$ cat config.mk
export PLATFORM = sky130hd
export DESIGN_NAME = rgb_to_hsv_converter
export DESIGN_NICKNAME = d
export VERILOG_FILES = /design/src/rhc_pkg.sv /design/src/rhc_front.sv /design/src/rhc_div_pipe.sv /design/src/rgb_to_hsv_converter.sv
export SDC_FILE = /design/constraint.sdc
export NUM_CORES = 2
export LEC_CHECK = 0
export BUFFER_PORTS_ARGS = -buffer_cell sky130_fd_sc_hd__buf_4
export CORE_MARGIN = 10
export CORE_UTILIZATION = 34
export DETAILED_ROUTE_END_ITERATION = 6
export GPL_TIMING_DRIVEN = 0
export HOLD_SLACK_MARGIN = 0.06
export PLACE_DENSITY_LB_ADDON = 0.15
export SLEW_MARGIN = 20
export SYNTH_ARGS = -nofsm -noshare
export SYNTH_HDL_FRONTEND = slang
export SYNTH_SLANG_ARGS = --single-unit
$ cat constraint.sdc
create_clock -name clk -period 5.6 [get_ports clk]
set_input_delay 0 -clock clk [delete_from_list [all_inputs] [get_ports clk]]
set_output_delay 0 -clock clk [all_outputs]
set_load 0.05 [all_outputs]
$ cat src/rhc_pkg.sv
// Shared types, constants and the divider step function for the RGB to HSV converter.
package rhc_pkg;

    localparam int COMP_BITS  = 8;
    localparam int SAT_BITS   = 16;
    localparam int HUE_BITS   = 16;
    // 6 * delta needs three bits above a component
    localparam int HUE_REM_W  = COMP_BITS + 3;
    localparam int DIV_STAGES = (HUE_BITS > SAT_BITS) ? HUE_BITS : SAT_BITS;

    typedef enum logic [2:0] {
        SECTOR_RED   = 3'b001,
        SECTOR_GREEN = 3'b010,
        SECTOR_BLUE  = 3'b100
    } sector_t;

    typedef struct packed {
        logic [COMP_BITS-1:0] red;
        logic [COMP_BITS-1:0] green;
        logic [COMP_BITS-1:0] blue;
    } pixel_t;

    typedef struct packed {
        logic [HUE_BITS-1:0]  hue;
        logic [SAT_BITS-1:0]  saturation;
        logic [COMP_BITS-1:0] value;
    } hsv_t;

    // Working state of both fractional divisions as it moves down the pipe
    typedef struct packed {
        logic [HUE_REM_W-1:0] hue_rem;
        logic [HUE_REM_W-1:0] hue_den;
        logic [HUE_BITS-1:0]  hue_q;
        logic [COMP_BITS-1:0] sat_rem;
        logic [COMP_BITS-1:0] sat_den;
        logic [SAT_BITS-1:0]  sat_q;
        logic [COMP_BITS-1:0] value;
        logic                 hue_zero;
        logic                 sat_zero;
        logic                 sat_full;
    } div_t;

    // One restoring step per division; numerator is below divisor unless flagged.
    function automatic div_t div_step(input div_t d, input int idx);
        div_t                 r;
        logic [HUE_REM_W:0]   ht;
        logic [COMP_BITS:0]   st;
        r  = d;
        ht = {d.hue_rem, 1'b0};
        st = {d.sat_rem, 1'b0};
        if (idx < HUE_BITS)
        begin
            if (ht >= {1'b0, d.hue_den})
            begin
                r.hue_rem = HUE_REM_W'(ht - {1'b0, d.hue_den});
                r.hue_q   = {d.hue_q[HUE_BITS-2:0], 1'b1};
            end
            else
            begin
                r.hue_rem = ht[HUE_REM_W-1:0];
                r.hue_q   = {d.hue_q[HUE_BITS-2:0], 1'b0};
            end
        end
        if (idx < SAT_BITS)
        begin
            if (st >= {1'b0, d.sat_den})
            begin
                r.sat_rem = COMP_BITS'(st - {1'b0, d.sat_den});
                r.sat_q   = {d.sat_q[SAT_BITS-2:0], 1'b1};
            end
            else
            begin
                r.sat_rem = st[COMP_BITS-1:0];
                r.sat_q   = {d.sat_q[SAT_BITS-2:0], 1'b0};
            end
        end
        return r;
    endfunction

endpackage

$ cat src/rhc_front.sv
// Front end: max/min and sector pick, then delta, hue numerator and divisors.
module rhc_front (
    input  logic            clk,
    input  logic            rst_n,
    input  logic            in_valid,
    output logic            in_ready,
    input  rhc_pkg::pixel_t in_data,
    output logic            out_valid,
    input  logic            out_ready,
    output rhc_pkg::div_t   out_data
);

    localparam int RW  = rhc_pkg::HUE_REM_W;
    localparam int CW  = rhc_pkg::COMP_BITS;
    localparam int N_W = RW + 1;

    // stage A
    logic                    a_valid_reg;
    rhc_pkg::pixel_t         a_pix_reg;
    logic [CW-1:0]           a_max_reg;
    logic [CW-1:0]           a_min_reg;
    rhc_pkg::sector_t        a_sector_reg;
    logic                    a_ready;

    logic [CW-1:0]           hi;
    logic [CW-1:0]           lo;
    rhc_pkg::sector_t        sector;

    // stage B
    logic                    b_valid_reg;
    rhc_pkg::div_t           b_data_reg;
    logic                    b_ready;

    logic [CW-1:0]           delta;
    logic [RW-1:0]           den;
    logic [RW-1:0]           offset;
    logic signed [N_W-1:0]   diff;
    logic signed [N_W-1:0]   n;
    rhc_pkg::div_t           b_next;

    always_comb
    begin
        hi = in_data.red;
        lo = in_data.red;
        if (in_data.green > hi) hi = in_data.green;
        if (in_data.blue > hi)  hi = in_data.blue;
        if (in_data.green < lo) lo = in_data.green;
        if (in_data.blue < lo)  lo = in_data.blue;
        if (hi == in_data.red)
            sector = rhc_pkg::SECTOR_RED;
        else if (hi == in_data.green)
            sector = rhc_pkg::SECTOR_GREEN;
        else
            sector = rhc_pkg::SECTOR_BLUE;
    end

    assign a_ready  = !a_valid_reg || b_ready;
    assign in_ready = a_ready;

    always_ff @(posedge clk or negedge rst_n)
    begin
        if (!rst_n)
            a_valid_reg <= 1'b0;
        else if (a_ready)
            a_valid_reg <= in_valid;
    end

    always_ff @(posedge clk)
    begin
        if (a_ready && in_valid)
        begin
            a_pix_reg    <= in_data;
            a_max_reg    <= hi;
            a_min_reg    <= lo;
            a_sector_reg <= sector;
        end
    end

    always_comb
    begin
        delta = a_max_reg - a_min_reg;
        den   = RW'({delta, 2'b00}) + RW'({delta, 1'b0});
        case (a_sector_reg)
            rhc_pkg::SECTOR_RED:
            begin
                offset = '0;
                diff   = $signed({{(N_W-CW){1'b0}}, a_pix_reg.green})
                       - $signed({{(N_W-CW){1'b0}}, a_pix_reg.blue});
            end
            rhc_pkg::SECTOR_GREEN:
            begin
                offset = RW'({delta, 1'b0});
                diff   = $signed({{(N_W-CW){1'b0}}, a_pix_reg.blue})
                       - $signed({{(N_W-CW){1'b0}}, a_pix_reg.red});
            end
            rhc_pkg::SECTOR_BLUE:
            begin
                offset = RW'({delta, 2'b00});
                diff   = $signed({{(N_W-CW){1'b0}}, a_pix_reg.red})
                       - $signed({{(N_W-CW){1'b0}}, a_pix_reg.green});
            end
            default:
            begin
                offset = '0;
                diff   = '0;
            end
        endcase
        n = $signed({1'b0, offset}) + diff;
        // negative hue wraps by one turn
        if (n < 0)
            n = n + $signed({1'b0, den});

        b_next          = '0;
        b_next.hue_rem  = n[RW-1:0];
        b_next.hue_den  = den;
        b_next.sat_rem  = delta;
        b_next.sat_den  = a_max_reg;
        b_next.value    = a_max_reg;
        b_next.hue_zero = (delta == '0);
        b_next.sat_zero = (a_max_reg == '0);
        b_next.sat_full = (a_min_reg == '0) && (a_max_reg != '0);
    end

    assign b_ready = !b_valid_reg || out_ready;

    always_ff @(posedge clk or negedge rst_n)
    begin
        if (!rst_n)
            b_valid_reg <= 1'b0;
        else if (b_ready)
            b_valid_reg <= a_valid_reg;
    end

    always_ff @(posedge clk)
    begin
        if (b_ready && a_valid_reg)
            b_data_reg <= b_next;
    end

    assign out_valid = b_valid_reg;
    assign out_data  = b_data_reg;

endmodule

$ cat src/rhc_div_pipe.sv
// Pipelined restoring divider: one hue and one saturation quotient bit per stage.
module rhc_div_pipe (
    input  logic          clk,
    input  logic          rst_n,
    input  logic          in_valid,
    output logic          in_ready,
    input  rhc_pkg::div_t in_data,
    output logic          out_valid,
    input  logic          out_ready,
    output rhc_pkg::div_t out_data
);

    localparam int STAGES = rhc_pkg::DIV_STAGES;

    logic [STAGES-1:0] valid_reg;
    rhc_pkg::div_t     data_reg [STAGES];
    logic [STAGES:0]   stage_ready;

    assign stage_ready[STAGES] = out_ready;

    for (genvar i = 0; i < STAGES; i++)
    begin : g_stage
        logic          src_valid;
        rhc_pkg::div_t src;
        rhc_pkg::div_t step;

        if (i == 0)
        begin : g_first
            assign src_valid = in_valid;
            assign src       = in_data;
        end
        else
        begin : g_rest
            assign src_valid = valid_reg[i-1];
            assign src       = data_reg[i-1];
        end

        assign stage_ready[i] = !valid_reg[i] || stage_ready[i+1];

        always_comb
        begin
            step = rhc_pkg::div_step(src, i);
        end

        always_ff @(posedge clk or negedge rst_n)
        begin
            if (!rst_n)
                valid_reg[i] <= 1'b0;
            else if (stage_ready[i])
                valid_reg[i] <= src_valid;
        end

        always_ff @(posedge clk)
        begin
            if (stage_ready[i] && src_valid)
                data_reg[i] <= step;
        end
    end

    assign in_ready  = stage_ready[0];
    assign out_valid = valid_reg[STAGES-1];
    assign out_data  = data_reg[STAGES-1];

    // remainders stay below their divisors unless the flags override the result
    a_hue_rem: assert property (@(posedge clk) disable iff (!rst_n)
        out_valid && !out_data.hue_zero |-> out_data.hue_rem < out_data.hue_den)
        else $error("hue remainder not below divisor");

    a_sat_rem: assert property (@(posedge clk) disable iff (!rst_n)
        out_valid && !out_data.sat_zero && !out_data.sat_full
        |-> out_data.sat_rem < out_data.sat_den)
        else $error("saturation remainder not below divisor");

    a_black_grey: assert property (@(posedge clk) disable iff (!rst_n)
        out_valid && out_data.sat_zero |-> out_data.hue_zero)
        else $error("black pixel not flagged grey");

endmodule

$ cat src/rgb_to_hsv_converter.sv
// Top level of the pipelined RGB to HSV converter.
// Accepts one pixel per clock and returns one HSV result per pixel, in order.
// The pipeline has two front stages for max/min, sector and divisor setup, one
// stage per quotient bit of the hue and saturation long division (both run side
// by side in the same stages), and an output register. Every stage is elastic,
// so backpressure stalls only the stages that hold data and bubbles are
// squeezed out.
module rgb_to_hsv_converter (
    input  logic            clk,
    input  logic            rst_n,
    input  logic            pixel_valid,
    output logic            pixel_ready,
    input  rhc_pkg::pixel_t pixel,
    output logic            hsv_valid,
    input  logic            hsv_ready,
    output rhc_pkg::hsv_t   hsv
);

    logic          front_valid;
    logic          front_ready;
    rhc_pkg::div_t front_data;

    logic          div_valid;
    logic          div_ready;
    rhc_pkg::div_t div_data;

    logic          out_valid_reg;
    rhc_pkg::hsv_t out_reg;
    rhc_pkg::hsv_t out_next;

    rhc_front u_front (
        .clk       (clk),
        .rst_n     (rst_n),
        .in_valid  (pixel_valid),
        .in_ready  (pixel_ready),
        .in_data   (pixel),
        .out_valid (front_valid),
        .out_ready (front_ready),
        .out_data  (front_data)
    );

    rhc_div_pipe u_div (
        .clk       (clk),
        .rst_n     (rst_n),
        .in_valid  (front_valid),
        .in_ready  (front_ready),
        .in_data   (front_data),
        .out_valid (div_valid),
        .out_ready (div_ready),
        .out_data  (div_data)
    );

    always_comb
    begin
        out_next.value = div_data.value;
        out_next.hue   = div_data.hue_zero ? '0 : div_data.hue_q;
        if (div_data.sat_zero)
            out_next.saturation = '0;
        else if (div_data.sat_full)
            out_next.saturation = '1;   // 1.0 clamps to the largest code
        else
            out_next.saturation = div_data.sat_q;
    end

    assign div_ready = !out_valid_reg || hsv_ready;

    always_ff @(posedge clk or negedge rst_n)
    begin
        if (!rst_n)
            out_valid_reg <= 1'b0;
        else if (div_ready)
            out_valid_reg <= div_valid;
    end

    always_ff @(posedge clk)
    begin
        if (div_ready && div_valid)
            out_reg <= out_next;
    end

    assign hsv_valid = out_valid_reg;
    assign hsv       = out_reg;

    a_black_sat: assert property (@(posedge clk) disable iff (!rst_n)
        hsv_valid && hsv.value == '0 |-> hsv.saturation == '0)
        else $error("black pixel with nonzero saturation");

    a_black_hue: assert property (@(posedge clk) disable iff (!rst_n)
        hsv_valid && hsv.value == '0 |-> hsv.hue == '0)
        else $error("black pixel with nonzero hue");

    a_grey_hue: assert property (@(posedge clk) disable iff (!rst_n)
        hsv_valid && hsv.saturation == '0 |-> hsv.hue == '0)
        else $error("unsaturated pixel with nonzero hue");

endmodule
# Word level (Yosys, flattened, before mapping)
# Memories as Yosys holds them, arrays and structs flattened.
# Cells that the tools add are included.
word_totals:
  regBits: 143
  ramBits: 1296
  input_bits: 28
  memories: 1
classes:
  n_addsub: 39
  n_lt_le_gt_ge: 37
  n_eq_ne: 5
  n_mux: 105
  reduce_logical: 62
mem_list:
  columns: ["name", "depth", "width", "read_ports", "rd_clocked_by_memory_dff", "wr", "line_no", "text"]
  rows:
  - ["u_div.data_reg", 16, 81, 16, 0, 16, "rhc_div_pipe.sv:16", "rhc_pkg::div_t data_reg [STAGES];"]
op_table:
  columns: ["op", "count"]
  rows:
  - ["$ge A12 B11 Y1", 16]
  - ["$mux W11", 17]
  - ["$sub A11 B11 Y11", 16]
  - ["$mux W8", 20]
  - ["$ge A9 B8 Y1", 16]
  - ["$sub A8 B8 Y8", 17]
  - ["$mux W1", 64]
  - ["$pmux W12 S3", 1]
  - ["$sub A8 B8 Y9", 3]
  - ["$logic_not A8 Y1", 3]
  - ["$logic_and A1 B1 Y1", 20]
  - ["$pmux W10 S2", 1]
  - ["$logic_not A1 Y1", 19]
  - ["$logic_or A1 B1 Y1", 19]
  - ["$eq A8 B8 Y1", 2]
  - ["$gt A8 B8 Y1", 2]
  - ["$lt A8 B8 Y1", 2]
  - ["$mux W16", 1]
  - ["$add A11 B12 Y12", 1]
  - ["$lt A12 B1 Y1 const B", 1]
  - ["$add A10 B9 Y11", 1]
  - ["$add A11 B11 Y11", 1]
  - ["$reduce_bool A8 Y1", 1]
  - ["$eq A3 B1 Y1 const B", 1]
  - ["3 further kinds", 3]

# Depth between registers and ports, before layout
logic_depth:
  depth_word: 21
  mapped_depth: 23
  mapped_depth_nobuf: 23

# Cells and area by module
# From an unflattened synthesis, not the netlist that was laid out.
unflattened:
  cells_unflattened: 4423
  hier_area_um2: 58955.3
modules_own_cells:
  columns: ["module", "n_inst", "cells_per_inst", "area_each_um2", "seq_area_each_um2"]
  rows:
  - ["rhc_div_pipe", 1, 3646, 50497.2, 32110.8]
  - ["rhc_front", 1, 680, 6925.4, 2512.4]
  - ["rgb_to_hsv_converter", 1, 97, 1532.7, 1226.2]

# Worst setup path after synthesis
# OpenSTA, ideal clock, no wires.
synth_path:
  kind: "register to register"
  from: "register out_valid_reg, in the netlist hsv_valid"
  to: "memory u_div.data_reg[0][567] (netlist name) (enable)"
  arrival_ns: 5.270
  setup_slack_ns: -0.222
  path_stages_with_launch: 7
  synth_period_minus_slack_ns: 5.822
  cell_sequence: "dfrtp_1 nor2b_1 nand3_1 nor2_1 nand3_1 nor2_1 a21boi_0"
synth_rtl:
  columns: ["element", "line_no", "text"]
  rows:
  - ["from (decl)", "rgb_to_hsv_converter.sv:27", "logic out_valid_reg;"]
  - ["from (signal assigned)", "rgb_to_hsv_converter.sv:72", "out_valid_reg <= div_valid;"]
  - ["to (decl)", "rhc_div_pipe.sv:16", null]

# Worst setup path in the final report
layout_path:
  from: "input port pixel[17] (netlist name)"
  to: "register u_front.a_sector_reg[2], data pin"
layout_between:
  elab_chain_len: 6
  word_cells_on_any_way: 7
  cone_classes: "2 x order compare; 2 x eq/ne; 3 x mux"
layout_rtl:
  columns: ["element", "line_no", "text"]
  rows:
  - ["from (decl)", "rgb_to_hsv_converter.sv:13", "input rhc_pkg::pixel_t pixel,"]
  - ["$gt A8 B8 Y1", "rhc_front.sv:45", "if (in_data.green > hi) hi = in_data.green;"]
  - ["$mux W8", "rhc_front.sv:45", null]
  - ["$gt A8 B8 Y1", "rhc_front.sv:46", "if (in_data.blue > hi) hi = in_data.blue;"]
  - ["$mux W8", "rhc_front.sv:46", null]
  - ["$eq A8 B8 Y1", "rhc_front.sv:51", "else if (hi == in_data.green)"]
  - ["$mux W3", "rhc_front.sv:51", null]
  - ["to (signal assigned)", "rhc_front.sv:75", "a_sector_reg <= sector;"]
  - ["to (decl)", "rhc_front.sv:22", "rhc_pkg::sector_t a_sector_reg;"]
# Parallel ways exist; a longest one is shown, timed or not.
# A chain may end at the register's enable or synchronous reset.

==> impl_metrics.ini <==
[outcome]
status = finished clean

[die]
die_x_um = 402
dieArea_um2 = 161000
dieHeight_um = 402
initial_core_util_pct = 34.1
pin_count = 70
core_area_um2 = 145000
row_count = 140

[critical_path]
path_max_fanout = 10
cp_top_family = compound AO/OA/AOI/OAI gates
crit_path_cell_trace = dlygate4sd3_1, buf_4, inv_1, ha_1, and3_1, a221o_1, a21oi_2, nor2_1, clkbuf_1, a21oi_1, ha_1, a21o_1, a21oi_2, nand4_1, nand2_1, clkbuf_1, o221ai_1, a222oi_1, nor4b_1, nor2_1
crit_buf_inv = 5
end_kind = flop
criticalPathCategory = in -> reg
worst-endpoint-arrival_ps = 5650
slowest_stage = dlygate4sd3_1
worstPathRequired_ps = 6040
slowest_delay_ps = 540
startpoint_type = primary input

[clock_network]
cts_hold_buf = 52
cts.htree.levels = 3
postCtsSetupBuffers = 0
cts_buffers = 112
clock-root-buffer = clkbuf_16
ctsLongestPathBuffers = 3
insertion_delay_ps = 730
cts_sinks = 1009
cts_tree = built
cts_resized = 0
clkTransAtPathRegs_ps = 60

[sta]
worst_pin_slew_ps = 875
clock.fmax_ghz = 0.192
slew_headroom_pct = 41.2
tns_ps = 0
fin_crit_sh_pct = 93.0
rsz0062_at_grt = false
hold_ws_ps = 134
skew_ps = 61.2
final-hold-violation-count = 0
finalSetupViolations = 0
setup_slack_ps = 394
slew_violations = 0
period_needed_ps = 5210

[global_route]
grt_pass1_vias = 28400
grt_max_degree = 47
overflow = 0
grt_pass1_wl_um = 149000
grt_use_total_pct = 11.2
antenna_found_initial = 0

[job]
cap_violations = 0

[detailed_routing]
drt-pass1-iter-count = 5
drc = 0
via_count = 27600
vias_per_cell = 4.60
postRouteAntennaNets = 0
drt_iter0_markers = 1198
wirelength_um = 90600
wl_per_cell_um = 15.1

[finish]
finalNetCount = 4420
final_core_util_pct = 39.7
drive_gt1_share_pct = 12.9
fillers = 13600
area_growth_pct = 16.4
largest_reg_flops = 868

[power_and_ir_drop]
power_density_nw_per_um2 = 561
cellLeakagePower_nw = 23.0
power_mw = 32.4
vdd_drop_max_mv = 0.286

[synthesis]
netlist_instances = 3719
synth_edf_count = 990
yosys-top-cells-area = edfxtp_1 (60%), ha_1 (9.4%), mux2_2 (4.0%)
synth_top_area_cell = edfxtp_1
async_reset_ff_share_pct = 1.88
syn-num-nets = 4156
yosysTopAreaCellShare_pct = 60.0
yosys_warnings = 0
syn_area_per_cell_um2 = 13.3
synth_seq_area_share_pct = 60.9
synth_top_flop_cell = edfxtp_1
synth_seq_cells = 1009
ys_types = 65
synth_area_um2 = 49600

[placement]
port_buffers = 69
place.gp.congestion = 0.786
hpwl_um = 67900
preCtsSetupSlack_ps = 349

[min_path]
hold_class = in -> reg
## cell usage after synthesis (all sizes together) (41+ instances only)
library cell,instances
edfxtp,990
inv,491
ha,372
nor2,240
mux2,177
o21ai,163
a21oi,140
xnor2,136
nand2,109
nor2b,108
a21o,89
xor2,65
nand2b,57
o21a,48
a21boi,46
nand4,44
mux2i,43
nor3,41
## cell usage in the layout (no fill, tap or decap), drive strengths merged, types with 44 or more instances in the layout
master,count
a21boi,46
a21o,89
a21oi,140
buf,113
clkbuf,151
clkinv,48
dlygate4sd3,51
edfxtp,990
ha,372
inv,496
mux2,177
nand2,109
nand2b,57
nand4,44
nor2,240
nor2b,108
o21a,48
o21ai,163
xnor2,136
xor2,65
## logic make-up (layout without fill, tap and decap cells)
group	count (synthesis)	in the layout	share of synthesized area [%]
adders and majority gates	409	409	10.9
muxes	220	220	4.89
buffers and inverters	520	881	3.97
and+or+nand+nor	729	729	7.32
xor gates and xnor gates	201	201	3.59
AOI/OAI and AO/OA	631	631	8.40
DFF	1009	1009	60.9
other	0	1	0
## per-layer routing
layer  up-vias  share of wire, %  track usage (%)
met4         0               2.4             3.52
met3       126               3.8             2.10
met2       370                49             19.6
li1      14000                 -                -
met5         -                 0                0
met1     13100                44             13.9
## cell type report
class | count | area (um2) | share of cell area (%)
clock inverter | 75 | 915 | 1.59
buffer | 29 | 126 | 0.219
multi-input combinational | 2190 | 17500 | 30.3
inverter | 491 | 1840 | 3.19
timing repair buffer | 150 | 1750 | 3.03
antenna | 1 | 2.50 | 0.00434
tap | 1917 | 2400 | 4.16
clock buffer | 136 | 2950 | 5.12
sequential | 1009 | 30200 | 52.3
## final timing paths
kind / cells after the start / from / end / slack, ps
min in group asynchronous: 4 / rst_n / hsv_valid / 280
worst max register to register: 20 / u_front.a_pix_reg[16] / u_front.out_data[80] / 460
worst max-delay path: 20 / pixel[17] / u_front.a_sector_reg[2] / 390
worst min-delay path: 2 / pixel[2] / u_front.a_pix_reg[2] / 130
worst min register to register: 0 / u_div.data_reg[0][335] / u_div.data_reg[0][417] / 380
max in group asynchronous: 4 / rst_n / u_div.g_stage[10].src_valid / 5120
## power by group
part           internal [mW]  switching (mW)
clock network           4.47            3.04
registers               11.5           0.925
logic                   5.82            6.64
total                   21.8            10.6
## stage by stage
stage	std cells	area, um2
after floorplan	3719	49600
after global placement	5705	52500
after detailed placement	5734	53300
after CTS	5997	57700
after global routing	5997	57700
final	5998	57700
(Power assumes the default switching activity.)
